### src/sv/rrp_pkg.sv
package rrp_pkg;

   // Flag and opcode values of the drive's packet protocol
   localparam logic [7:0] FLAG_NULL   = 8'h00;
   localparam logic [7:0] FLAG_DATA   = 8'h01;
   localparam logic [7:0] FLAG_CTRL   = 8'h02;
   localparam logic [7:0] FLAG_CONT   = 8'h10;
   localparam logic [7:0] CTRL_LENGTH = 8'd10;
   localparam logic [7:0] OPCODE_END  = 8'h40;

   localparam logic [7:0] END_FILLER_BYTES = 8'd8;

   localparam logic [15:0] REQUESTED_BYTES_RESET = 16'd512;

   // Completion status codes
   localparam logic [2:0] STATUS_OK          = 3'd0;
   localparam logic [2:0] STATUS_DATA_CKSUM  = 3'd1;
   localparam logic [2:0] STATUS_BAD_FLAG    = 3'd2;
   localparam logic [2:0] STATUS_BAD_LENGTH  = 3'd3;
   localparam logic [2:0] STATUS_NOT_END     = 3'd4;
   localparam logic [2:0] STATUS_END_CKSUM   = 3'd5;

   typedef enum logic [1:0] {
      SUM_HOLD,
      SUM_LOAD_DATA,
      SUM_LOAD_END,
      SUM_ADD
   } sum_op_type;

   typedef struct packed {
      sum_op_type op;
      logic [7:0] rx_byte;
   } sum_ctl_type;

   typedef struct packed {
      logic [15:0] sum;
      logic        last;
   } sum_sts_type;

   // End-around carry: add bit 16 back into the low 16 bits
   function automatic logic [16:0] fold(input logic [16:0] s);
      fold = {1'b0, s[15:0]} + {16'd0, s[16]};
   endfunction

endpackage

### src/sv/rrp_checksum.sv
module rrp_checksum (
   input  logic                 clock,
   input  logic                 reset,
   input  rrp_pkg::sum_ctl_type ctl,
   output rrp_pkg::sum_sts_type sts
);
   import rrp_pkg::*;

   logic [16:0] sum_acc_ff, sum_acc_in;
   logic        odd_position_ff, odd_position_in;
   logic [7:0]  packet_left_ff, packet_left_in;
   logic [17:0] add_wide;
   logic [16:0] add_sum;
   logic        last;

   assign last = (packet_left_ff <= 8'd1);

   always_comb begin
      if (odd_position_ff) begin
         add_wide = {1'b0, sum_acc_ff} + {2'b00, ctl.rx_byte, 8'd0};
      end else begin
         add_wide = {1'b0, sum_acc_ff} + {10'd0, ctl.rx_byte};
      end
      add_sum = add_wide[16:0];
      if (odd_position_ff || last) begin
         add_sum = fold(add_sum);
      end
   end

   always_comb begin
      sum_acc_in      = sum_acc_ff;
      odd_position_in = odd_position_ff;
      packet_left_in  = packet_left_ff;
      case (ctl.op)
         SUM_LOAD_DATA: begin
            sum_acc_in      = {1'b0, ctl.rx_byte, FLAG_DATA};
            odd_position_in = 1'b0;
            packet_left_in  = ctl.rx_byte;
         end
         SUM_LOAD_END: begin
            sum_acc_in      = fold({1'b0, CTRL_LENGTH, FLAG_CTRL}
                                   + {1'b0, ctl.rx_byte, OPCODE_END});
            odd_position_in = 1'b0;
            packet_left_in  = END_FILLER_BYTES;
         end
         SUM_ADD: begin
            sum_acc_in      = add_sum;
            odd_position_in = ~odd_position_ff;
            if (packet_left_ff != 8'd0) begin
               packet_left_in = packet_left_ff - 8'd1;
            end
         end
         default: begin
         end
      endcase
   end

   always_ff @(posedge clock) begin
      if (reset) begin
         sum_acc_ff      <= '0;
         odd_position_ff <= 1'b0;
         packet_left_ff  <= '0;
      end else begin
         sum_acc_ff      <= sum_acc_in;
         odd_position_ff <= odd_position_in;
         packet_left_ff  <= packet_left_in;
      end
   end

   assign sts.sum  = sum_acc_ff[15:0];
   assign sts.last = last;

endmodule

### src/sv/rsp_read_response_parser.sv
// Read-response parser: takes the byte stream a tape drive returns after a read
// command, checks data and end packets with a 16-bit end-around-carry sum, passes
// on the first requested_bytes payload bytes of each transfer as data results and
// closes every transfer with one final result carrying status and drive code.
// One byte can be taken every clock cycle; the input stalls only while a result
// waits on a stalled receiver. A byte sits in the input register until it is
// processed, which a stalled receiver can delay; its result, if any, is then
// presented by the result register. requested_bytes is sampled on the first
// byte of each transfer.
module rsp_read_response_parser (
   input  logic              clock,
   input  logic              reset,
   input  logic              req_valid,
   output logic              req_stall,
   input  logic [7:0]        req_rx_byte,
   output logic              rsp_valid,
   input  logic              rsp_stall,
   output logic              rsp_is_final,
   output logic [7:0]        rsp_data_byte,
   output logic [2:0]        rsp_status,
   output logic signed [7:0] rsp_drive_code,
   input  logic              csr_write_enable,
   input  logic [15:0]       csr_write_data
);
   import rrp_pkg::*;

   typedef enum logic [3:0] {
      PH_IDLE,
      PH_END_WAIT,
      PH_DLEN,
      PH_DPAY,
      PH_DCK0,
      PH_DCK1,
      PH_ELEN,
      PH_EOP,
      PH_ESUCC,
      PH_EFILL,
      PH_ECK0,
      PH_ECK1
   } phase_type;

   phase_type         phase_ff, phase_in;
   logic [15:0]       requested_bytes_ff;
   logic              req_valid_ff;
   logic [7:0]        req_byte_ff;
   logic [15:0]       budget_left_ff, budget_left_in, budget_cur;
   logic              budget_loaded_ff, budget_loaded_in;
   logic [7:0]        held_code_ff, held_code_in;
   logic [7:0]        sum_low_byte_ff, sum_low_byte_in;
   logic              rsp_valid_ff;
   logic              rsp_is_final_ff, rsp_is_final_in;
   logic [7:0]        rsp_data_byte_ff, rsp_data_byte_in;
   logic [2:0]        rsp_status_ff, rsp_status_in;
   logic signed [7:0] rsp_drive_code_ff, rsp_drive_code_in;
   logic              emit;
   logic              advance;
   logic              process;
   sum_ctl_type       sum_ctl;
   sum_sts_type       sum_sts;

   assign advance   = !rsp_valid_ff || !rsp_stall;
   assign process   = req_valid_ff && advance;
   assign req_stall = req_valid_ff && !advance;

   assign budget_cur = budget_loaded_ff ? budget_left_ff : requested_bytes_ff;

   rrp_checksum u_checksum (
      .clock (clock),
      .reset (reset),
      .ctl   (sum_ctl),
      .sts   (sum_sts)
   );

   always_comb begin
      phase_in          = phase_ff;
      budget_left_in    = budget_cur;
      budget_loaded_in  = 1'b1;
      held_code_in      = held_code_ff;
      sum_low_byte_in   = sum_low_byte_ff;
      emit              = 1'b0;
      rsp_is_final_in   = 1'b1;
      rsp_data_byte_in  = 8'd0;
      rsp_status_in     = STATUS_OK;
      rsp_drive_code_in = 8'sd0;
      sum_ctl.op        = SUM_HOLD;
      sum_ctl.rx_byte   = req_byte_ff;

      case (phase_ff)
         PH_IDLE: begin
            case (req_byte_ff)
               FLAG_DATA: phase_in = PH_DLEN;
               FLAG_CONT: phase_in = PH_IDLE;
               FLAG_NULL: phase_in = PH_END_WAIT;
               FLAG_CTRL: phase_in = PH_ELEN;
               default: begin
                  emit          = 1'b1;
                  rsp_status_in = STATUS_BAD_FLAG;
               end
            endcase
         end
         PH_END_WAIT: begin
            if (req_byte_ff == FLAG_CTRL) begin
               phase_in = PH_ELEN;
            end else if (req_byte_ff != FLAG_NULL && req_byte_ff != FLAG_CONT) begin
               emit          = 1'b1;
               rsp_status_in = STATUS_BAD_FLAG;
            end
         end
         PH_DLEN: begin
            sum_ctl.op = SUM_LOAD_DATA;
            phase_in   = (req_byte_ff == 8'd0) ? PH_DCK0 : PH_DPAY;
         end
         PH_DPAY: begin
            sum_ctl.op = SUM_ADD;
            if (sum_sts.last) begin
               phase_in = PH_DCK0;
            end
            if (budget_cur != 16'd0) begin
               budget_left_in   = budget_cur - 16'd1;
               emit             = 1'b1;
               rsp_is_final_in  = 1'b0;
               rsp_data_byte_in = req_byte_ff;
            end
         end
         PH_DCK0: begin
            sum_low_byte_in = req_byte_ff;
            phase_in        = PH_DCK1;
         end
         PH_DCK1: begin
            if ({req_byte_ff, sum_low_byte_ff} != sum_sts.sum) begin
               emit          = 1'b1;
               rsp_status_in = STATUS_DATA_CKSUM;
            end else begin
               phase_in = PH_IDLE;
            end
         end
         PH_ELEN: begin
            if (req_byte_ff != CTRL_LENGTH) begin
               emit          = 1'b1;
               rsp_status_in = STATUS_BAD_LENGTH;
            end else begin
               phase_in = PH_EOP;
            end
         end
         PH_EOP: begin
            if (req_byte_ff != OPCODE_END) begin
               emit          = 1'b1;
               rsp_status_in = STATUS_NOT_END;
            end else begin
               phase_in = PH_ESUCC;
            end
         end
         PH_ESUCC: begin
            held_code_in = req_byte_ff;
            sum_ctl.op   = SUM_LOAD_END;
            phase_in     = (END_FILLER_BYTES == 8'd0) ? PH_ECK0 : PH_EFILL;
         end
         PH_EFILL: begin
            sum_ctl.op = SUM_ADD;
            if (sum_sts.last) begin
               phase_in = PH_ECK0;
            end
         end
         PH_ECK0: begin
            sum_low_byte_in = req_byte_ff;
            phase_in        = PH_ECK1;
         end
         PH_ECK1: begin
            emit = 1'b1;
            if ({req_byte_ff, sum_low_byte_ff} != sum_sts.sum) begin
               rsp_status_in = STATUS_END_CKSUM;
            end else begin
               rsp_drive_code_in = signed'(held_code_ff);
            end
         end
         default: phase_in = PH_IDLE;
      endcase

      // a final result ends the transfer: back to start, reload budget next time
      if (emit && rsp_is_final_in) begin
         phase_in         = PH_IDLE;
         budget_loaded_in = 1'b0;
      end

      if (!process) begin
         sum_ctl.op = SUM_HOLD;
      end
   end

   always_ff @(posedge clock) begin
      if (reset) begin
         phase_ff           <= PH_IDLE;
         requested_bytes_ff <= REQUESTED_BYTES_RESET;
         req_valid_ff       <= 1'b0;
         budget_left_ff     <= '0;
         budget_loaded_ff   <= 1'b0;
         held_code_ff       <= '0;
         sum_low_byte_ff    <= '0;
         rsp_valid_ff       <= 1'b0;
      end else begin
         if (csr_write_enable) begin
            requested_bytes_ff <= csr_write_data;
         end
         // hold the input register while the result side is stalled
         if (!req_stall) begin
            req_valid_ff <= req_valid;
         end
         if (process) begin
            phase_ff         <= phase_in;
            budget_left_ff   <= budget_left_in;
            budget_loaded_ff <= budget_loaded_in;
            held_code_ff     <= held_code_in;
            sum_low_byte_ff  <= sum_low_byte_in;
         end
         if (process && emit) begin
            rsp_valid_ff <= 1'b1;
         end else if (advance) begin
            rsp_valid_ff <= 1'b0;
         end
      end
   end

   always_ff @(posedge clock) begin
      if (!req_stall) begin
         req_byte_ff <= req_rx_byte;
      end
      if (process && emit) begin
         rsp_is_final_ff   <= rsp_is_final_in;
         rsp_data_byte_ff  <= rsp_data_byte_in;
         rsp_status_ff     <= rsp_status_in;
         rsp_drive_code_ff <= rsp_drive_code_in;
      end
   end

   assign rsp_valid      = rsp_valid_ff;
   assign rsp_is_final   = rsp_is_final_ff;
   assign rsp_data_byte  = rsp_data_byte_ff;
   assign rsp_status     = rsp_status_ff;
   assign rsp_drive_code = rsp_drive_code_ff;

endmodule
### config.mk
export PLATFORM = sky130hd
export DESIGN_NAME = rsp_read_response_parser
export DESIGN_NICKNAME = d
export VERILOG_FILES = /design/src/sv/rrp_pkg.sv /design/src/sv/rrp_checksum.sv /design/src/sv/rsp_read_response_parser.sv
export SDC_FILE = /design/constraint.sdc
export NUM_CORES = 1
export LEC_CHECK = 0
export BUFFER_PORTS_ARGS = -buffer_cell sky130_fd_sc_hd__buf_2
export CAP_MARGIN = 20
export CORE_ASPECT_RATIO = 1.5
export CORE_MARGIN = 10
export CORE_UTILIZATION = 40
export DETAILED_ROUTE_END_ITERATION = 10
export PLACE_DENSITY = 0.6
export SYNTH_ARGS = -nofsm -noshare
export SYNTH_HDL_FRONTEND = slang
export SYNTH_HIERARCHICAL = 1
export SYNTH_SLANG_ARGS = --single-unit
### constraint.sdc
create_clock -name clock -period 9.94 [get_ports clock]
set_input_delay 1.988 -clock clock [delete_from_list [all_inputs] [get_ports clock]]
set_output_delay 1.988 -clock clock [all_outputs]
set_load 0.01 [all_outputs]
==> results.md, run 1 <==
* Share of layout cells above drive strength 1 at 12.51%
* Number of global-route vias before repair at 6,374
* Startpoint types: input port
* Post-Syn Area at 0.007455 mm^2
* Leakage power at 3.102 nW
* Diodes inserted at 0
* CTS max path bufs at 2
* M1 wire length at 8360 um
* Most common flop cell mapped by yosys: dfxtp_1
* Clk_skew at 12.84 ps
* Final Power at 0.9461 mW
* Relative slew margins at 33.36%
* Dpl hpwl at 14,550 um
* DRC viols at 0
* Worst min-delay path category: flop to flop
* Synth area leader: dfxtp_1
* Synth Register Bits at 109
* Crit share post-route at 47.97%
* DR WL met2 at 10,440 um
* H-tree depth at 3
* Num ports at 51
* Worst-path clk slew at 70 ps
* Post-CTS Setup Inserts at 0
* Routed WL per cell at 17.55 um
* First-pass GRT wire length at 32,790 um
* Yosys synthesis warning count at 6
* Worst setup EP type: output port
* Cell Area, Placed at 0.007789 mm^2
* Yosys cell types at 85
* Total core area at 0.01847 mm^2
* Power Density at 117.0 mW/mm^2
* Final core occ at 43.76%
* FMAX at 209.7 MHz
* Top Layer Used: met4
* Async SR Flop Fraction at 0%
* TNS Setup at 0 ps
* Final Non-Filler Cells at 1,139
* Pin count of the biggest net entering global routing at 50
* Worst-Skew Late Latency at 360 ps
* Slew @ Worst Pin at 992.9 ps
* DIE WIDTH at 131.5 um
* Total GRT Usage at 15.76%
* DR pass1 iterations at 5
* CP arrival at 2780 ps
* Seq/Total Area, Yosys at 33.03%
* Layout Nets at 936
* Fin. max-slew vios at 0
* Final hold vios at 0
* Critical Path RT at 7950 ps
* Fin crit period at 4768 ps
* Area growth, synth to finish at 8.426%
* Initial Util at 40.36%
* Synth top area share at 21.75%
* 1st-iter DRT viols at 442
* Root Buffer: clkbuf_16
* Most common cell on crit path: buf_2
* Placer Congestion at 0.8875
* Via/cell ratio at 5.736
* Max-cap violation count at 0
* Antenna violations before repair at 0
* Post-CTS Hold Fix Bufs at 0
* Synth top area cells: dfxtp_1 (22%), edfxtp_1 (11%), mux2i_1 (6.7%)
* Site row count at 61
* I/O Buffers at 50
* Final instance area at 0.008083 mm^2
* Wirelength, routed at 19,990 um
* Post-synth EDFFs at 28
* CTS tree: yes
* Die Area at 0.02461 mm^2
* WS Path Type: input port to output port
* Slowest-stage cell, CP: nand3_1
* Die H at 187.2 um
* Vias at 6,533
* Met3 WL at 524 um
* Peak supply drop at 0.07012 mV
* CP cell instances: buf_2, nand3_1, inv_1, buf_2
* Post-cts repair resize count at 0
* Total CTS buffers at 9
* Final setup violation count at 0
* Post-Syn Instances at 870
* Synth Net Count at 924
* Dpl cells at 1,122
* Critical Path Max Stage Delay at 410 ps
* Avg Cell Area, Syn at 8.569 um^2
* Status: completed
* Global route total overflow at 0
* ANT nets after route at 0
* RSZ-0062 raised after global routing: false
* Critical Path Fanout Max at 10
* CTS sink count at 109
==> placed cells by master, fill, tap and decap left out, drive strengths merged, types with 4 or more instances in the layout <==
| cell type | count |
|---|---|
| a22oi | 7 |
| dfxtp | 81 |
| nand2b | 8 |
| nor2 | 107 |
| a31oi | 16 |
| inv | 28 |
| nor2b | 13 |
| o22ai | 4 |
| nand4 | 10 |
| nor4b | 4 |
| o211ai | 17 |
| a2111oi | 7 |
| a21oi | 54 |
| and2 | 23 |
| mux2i | 50 |
| o21ai | 37 |
| nor4 | 16 |
| o31ai | 4 |
| nor3b | 8 |
| ha | 23 |
| buf | 61 |
| a21o | 11 |
| xor2 | 26 |
| or3 | 8 |
| xnor2 | 15 |
| o21bai | 8 |
| nand3 | 17 |
| nand2 | 55 |
| and3 | 6 |
| a211oi | 16 |
| or4 | 5 |
| nor3 | 28 |
| a311oi | 5 |
| a31o | 4 |
| mux2 | 10 |
| edfxtp | 28 |
| clkbuf | 10 |
| o211a | 5 |
==> where the power goes <==
group | leakage (nW) | switching (mW) | internal, mW
clock network | 0.142 | 0.181 | 0.177
registers | 0.921 | 0.0170 | 0.467
logic | 2.04 | 0.0626 | 0.0415
total | 3.10 | 0.261 | 0.685
==> layer usage <==
layer,up-vias,global-route usage (%)
met5,-,0
met4,0,7.682
met3,48,1.909
met2,132,28.74
met1,3128,17.61
li1,3225,-
==> per-stage QoR <==
step	setup WS (ps)	hold slack, ps
detailed placement	5153	449.7
global placement	5123	439.6
CTS	5151	460.8
finish	5172	458.1
floorplan	5525	431.5
global route	4940	467.2
==> path summary, 6_finish.rpt <==
path                            cells past startpoint                   endpoint  slack, ps               from
worst max-delay path                                4                  req_stall       5170          rsp_stall
worst min-delay path                                2          budget_left_ff[0]        460  budget_left_ff[0]
worst max register to register                     16  u_checksum/sum_acc_ff[13]       5370     req_byte_ff[1]
worst min register to register                      2          budget_left_ff[0]        460  budget_left_ff[0]
==> cell families after synthesis <==
logic type               share of synthesized area [%]
AND/OR/NAND/NOR                                  22.46
AO/OA/AOI/OAI                                    21.52
XOR/XNOR                                         4.817
multiplexers                                     8.275
flip-flops                                       33.03
buffers and inverters                            5.505
adder cells (fa/ha/maj)                          4.398
==> critical path: cells and delay by family <==
| kind | cells | cell delay (ps) |
|---|---|---|
| and+or+nand+nor | 1 | 410 |
| buffers and inverters | 3 | 370 |
==> synthesized netlist by cell type (9+ instances only) <==
cell	instances
clkbuf_1	34
a31oi_1	15
a211oi_1	14
xnor2_1	15
xor2_1	26
nor2b_1	13
and2_1	23
a21o_1	11
nand2_1	54
mux2i_1	50
inv_1	23
o21ai_0	36
o211ai_1	17
a21oi_1	54
nand4_1	9
buf_4	19
nor3_1	26
edfxtp_1	28
ha_1	23
dfxtp_1	81
nor4_1	15
nor2_1	107
nand3_1	17
==> sequential cells by signal (all words and copies together), names as in the netlist <==
signal / count
rsp_drive_code: 8
rsp_data_byte: 8
rsp_is_final: 1
u_checksum/sum_acc_ff: 17
phase_ff: 4
budget_left_ff: 16
rsp_valid: 1
u_checksum/packet_left_ff: 8
budget_loaded_ff: 1
req_byte_ff: 8
requested_bytes_ff: 16
rsp_status: 3
held_code_ff: 8
req_valid_ff: 1
u_checksum/odd_position_ff: 1
sum_low_byte_ff: 8
==> area by class of cell <==
class,count,area (um^2)
inverters,23,86.33
clock buffers,9,225.2
well taps,252,315.3
clock inverters,7,63.81
repair buffers,62,337.8
fillers,1885,10390
multi-input cells,677,4592
flip-flops and latches,109,2462
(Power assumes the default switching activity.)
==> run 2: changes to the inputs <==
==> constraint.sdc (replaced) <==
create_clock -name clock -period 5 [get_ports clock]
set_input_delay 1 -clock clock [delete_from_list [all_inputs] [get_ports clock]]
set_output_delay 1 -clock clock [all_outputs]
set_load 0.01 [all_outputs]
==> results.md, run 2 (same netlist as run 1, synthesis figures left out) <==
* TNS Setup at 0 ps (unchanged)
* Share of layout cells above drive strength 1 at 12.71% (was 12.51%)
* Critical Path Max Stage Delay at 660 ps (was 410 ps)
* Critical Path Fanout Max at 13 (was 10)
* Worst Hold Launch: budget_left_ff[0] (unchanged)
* Peak supply drop at 0.1630 mV (was 0.07012 mV)
* CP cell instances: ha_1, inv_1, fa_1, nor2b_1, o2111ai_1, a21o_1, a21oi_1, nand2_1, o21ai_0, xor2_1, ha_1, inv_1, nor3_2, nand4_1, nor4_1, mux2i_1, nand2_1 (was buf_2, nand3_1, inv_1, buf_2)
* Post-CTS Hold Fix Bufs at 0 (unchanged)
* Die Area at 0.02461 mm^2 (unchanged)
* Most frequent cells in the layout: nor2_1 (107), dfxtp_1 (81), nand2_1 (54), a21oi_1 (54) (unchanged)
* Final instance area at 0.008100 mm^2 (was 0.008083 mm^2)
* Fin crit period at 4270 ps
* Slew @ Worst Pin at 948.0 ps (was 992.9 ps)
* Post-cts repair resize count at 0 (unchanged)
* Relative slew margins at 35.91% (was 33.36%)
* Biggest regs: u_checksum/sum_acc_ff (17), budget_left_ff (16), requested_bytes_ff (16) (unchanged)
* Setup slack after layout at 730.0 ps (was 5172 ps)
* Final hold vios at 0 (unchanged)
* CP arrival at 4520 ps (was 2780 ps)
* CP Launch Point: req_byte_ff[0] (was rsp_stall)
* Leakage power at 3.113 nW (was 3.102 nW)
* Layout Nets at 938 (was 936)
* Reg2reg start: req_byte_ff[0] (was req_byte_ff[1])
* Root Buffer: clkbuf_16 (unchanged)
* Final setup violation count at 0 (unchanged)
* ANT nets after route at 0 (unchanged)
* Total GRT Usage at 16.69% (was 15.76%)
* DR pass1 iterations at 5 (unchanged)
* CTS sink count at 109 (unchanged)
* DIE WIDTH at 131.5 um (unchanged)
* Slowest-stage cell, CP: edfxtp_1 (was nand3_1)
* Worst setup EP type: flop (was output port)
* Dpl hpwl at 15,330 um (was 14,550 um)
* Number of global-route vias before repair at 6,343 (was 6,374)
* Post-CTS Setup Inserts at 0 (unchanged)
* Die H at 187.2 um (unchanged)
* CTS max path bufs at 2 (unchanged)
* Max reg flops at 17 (unchanged)
* FMAX at 234.2 MHz
* CTS tree: yes (unchanged)
* M1 wire length at 8209 um (was 8360 um)
* Pin count of the biggest net entering global routing at 44 (was 50)
* Placer Congestion at 0.9204 (was 0.8875)
* Worst-Skew Late Latency at 360 ps (about the same)
* Initial Util at 40.36% (unchanged)
* Diodes inserted at 0 (unchanged)
* Total core area at 0.01847 mm^2 (unchanged)
* Commonest non-fill, non-tap cell in the layout: nor2_1 (unchanged)
* Cell Area, Placed at 0.007811 mm^2 (was 0.007789 mm^2)
* Reg with most FFs: u_checksum/sum_acc_ff (unchanged)
* Vias at 6,632 (was 6,533)
* Area growth, synth to finish at 8.661% (was 8.426%)
* RSZ-0062 raised after global routing: false (unchanged)
* Site row count at 61 (unchanged)
* Worst-path clk slew at 80 ps (was 70 ps)
* Clk_skew at 8.043 ps (was 12.84 ps)
* 1st-iter DRT viols at 463 (was 442)
* Antenna violations before repair at 0 (unchanged)
* Total CTS buffers at 9 (unchanged)
* Startpoint types: flop (was input port)
* Hold WS at 456.0 ps (was 458.1 ps)
* Global route total overflow at 0 (unchanged)
* DR WL met2 at 11,210 um (was 10,440 um)
* Max-cap violation count at 0 (unchanged)
* Crit share post-route at 85.40%
* WS Path Type: flop to flop (was input port to output port)
* Fin. max-slew vios at 0 (unchanged)
* I/O Buffers at 50 (unchanged)
* Status: completed (unchanged)
* Met3 WL at 716 um (was 524 um)
* Routed WL per cell at 18.52 um (was 17.55 um)
* DRC viols at 0 (unchanged)
* First-pass GRT wire length at 33,730 um (was 32,790 um)
* Worst min-delay path category: flop to flop (unchanged)
* Critical Path RT at 5250 ps (was 7950 ps)
* Num ports at 51 (unchanged)
* Placement Setup Slack at 803.2 ps (was 5153 ps)
* H-tree depth at 3 (unchanged)
* Final core occ at 43.86% (was 43.76%)
* Final Power at 1.888 mW (was 0.9461 mW)
* Final Non-Filler Cells at 1,141 (was 1,139)
* Dpl cells at 1,125 (was 1,122)
* Power Density at 233.0 mW/mm^2 (was 117.0 mW/mm^2)
* Top Layer Used: met4 (unchanged)
* Via/cell ratio at 5.812 (was 5.736)
* Wirelength, routed at 21,130 um (was 19,990 um)
[run 2: cell types whose count changed in the layout (fill, tap and decap cells not counted)]
cell,delta
buf_4,+3
clkbuf_2,-1
[run 2: power by group]
part	total [mW]	internal (mW)	switching, mW
Sequential	0.963	0.928	0.0352
Combinational	0.211	0.0838	0.127
Clock	0.714	0.352	0.362
[run 2: path summary, 6_finish.rpt]
check / to / cells after the start / slack [ps]
min reg2reg: budget_left_ff[0] / 2 / 460
min: budget_left_ff[0] / 2 / 460
max reg2reg: u_checksum/sum_acc_ff[13] / 17 / 730
max: u_checksum/sum_acc_ff[13] / 17 / 730
[run 2: area by class of cell]
cell class,instances,area (um^2)
tap,252,315.3
multi-input combinational,677,4592
clock inverter,7,63.81
clock buffer,9,225.2
sequential,109,2462
fill,1874,10370
inverter,23,86.33
timing repair buffer,64,355.3
[run 2: metal layers]
layer / vias up / track usage [%]
met4: 0 / 9.313
met1: 3148 / 17.71
li1: 3246 / -
met5: - / 0
met2: 191 / 31.01
met3: 47 / 2.070
[run 2: worst max-delay path, delay by kind of cell, from the launching register on]
kind,cells,cell delay [ps]
AND/OR/NAND/NOR,6,1290
adder cells (fa/ha/maj),3,860
AO/OA/AOI/OAI,4,830
flip-flops,1,660
multiplexers,1,220
XOR/XNOR,1,180
buffers and inverters,2,120
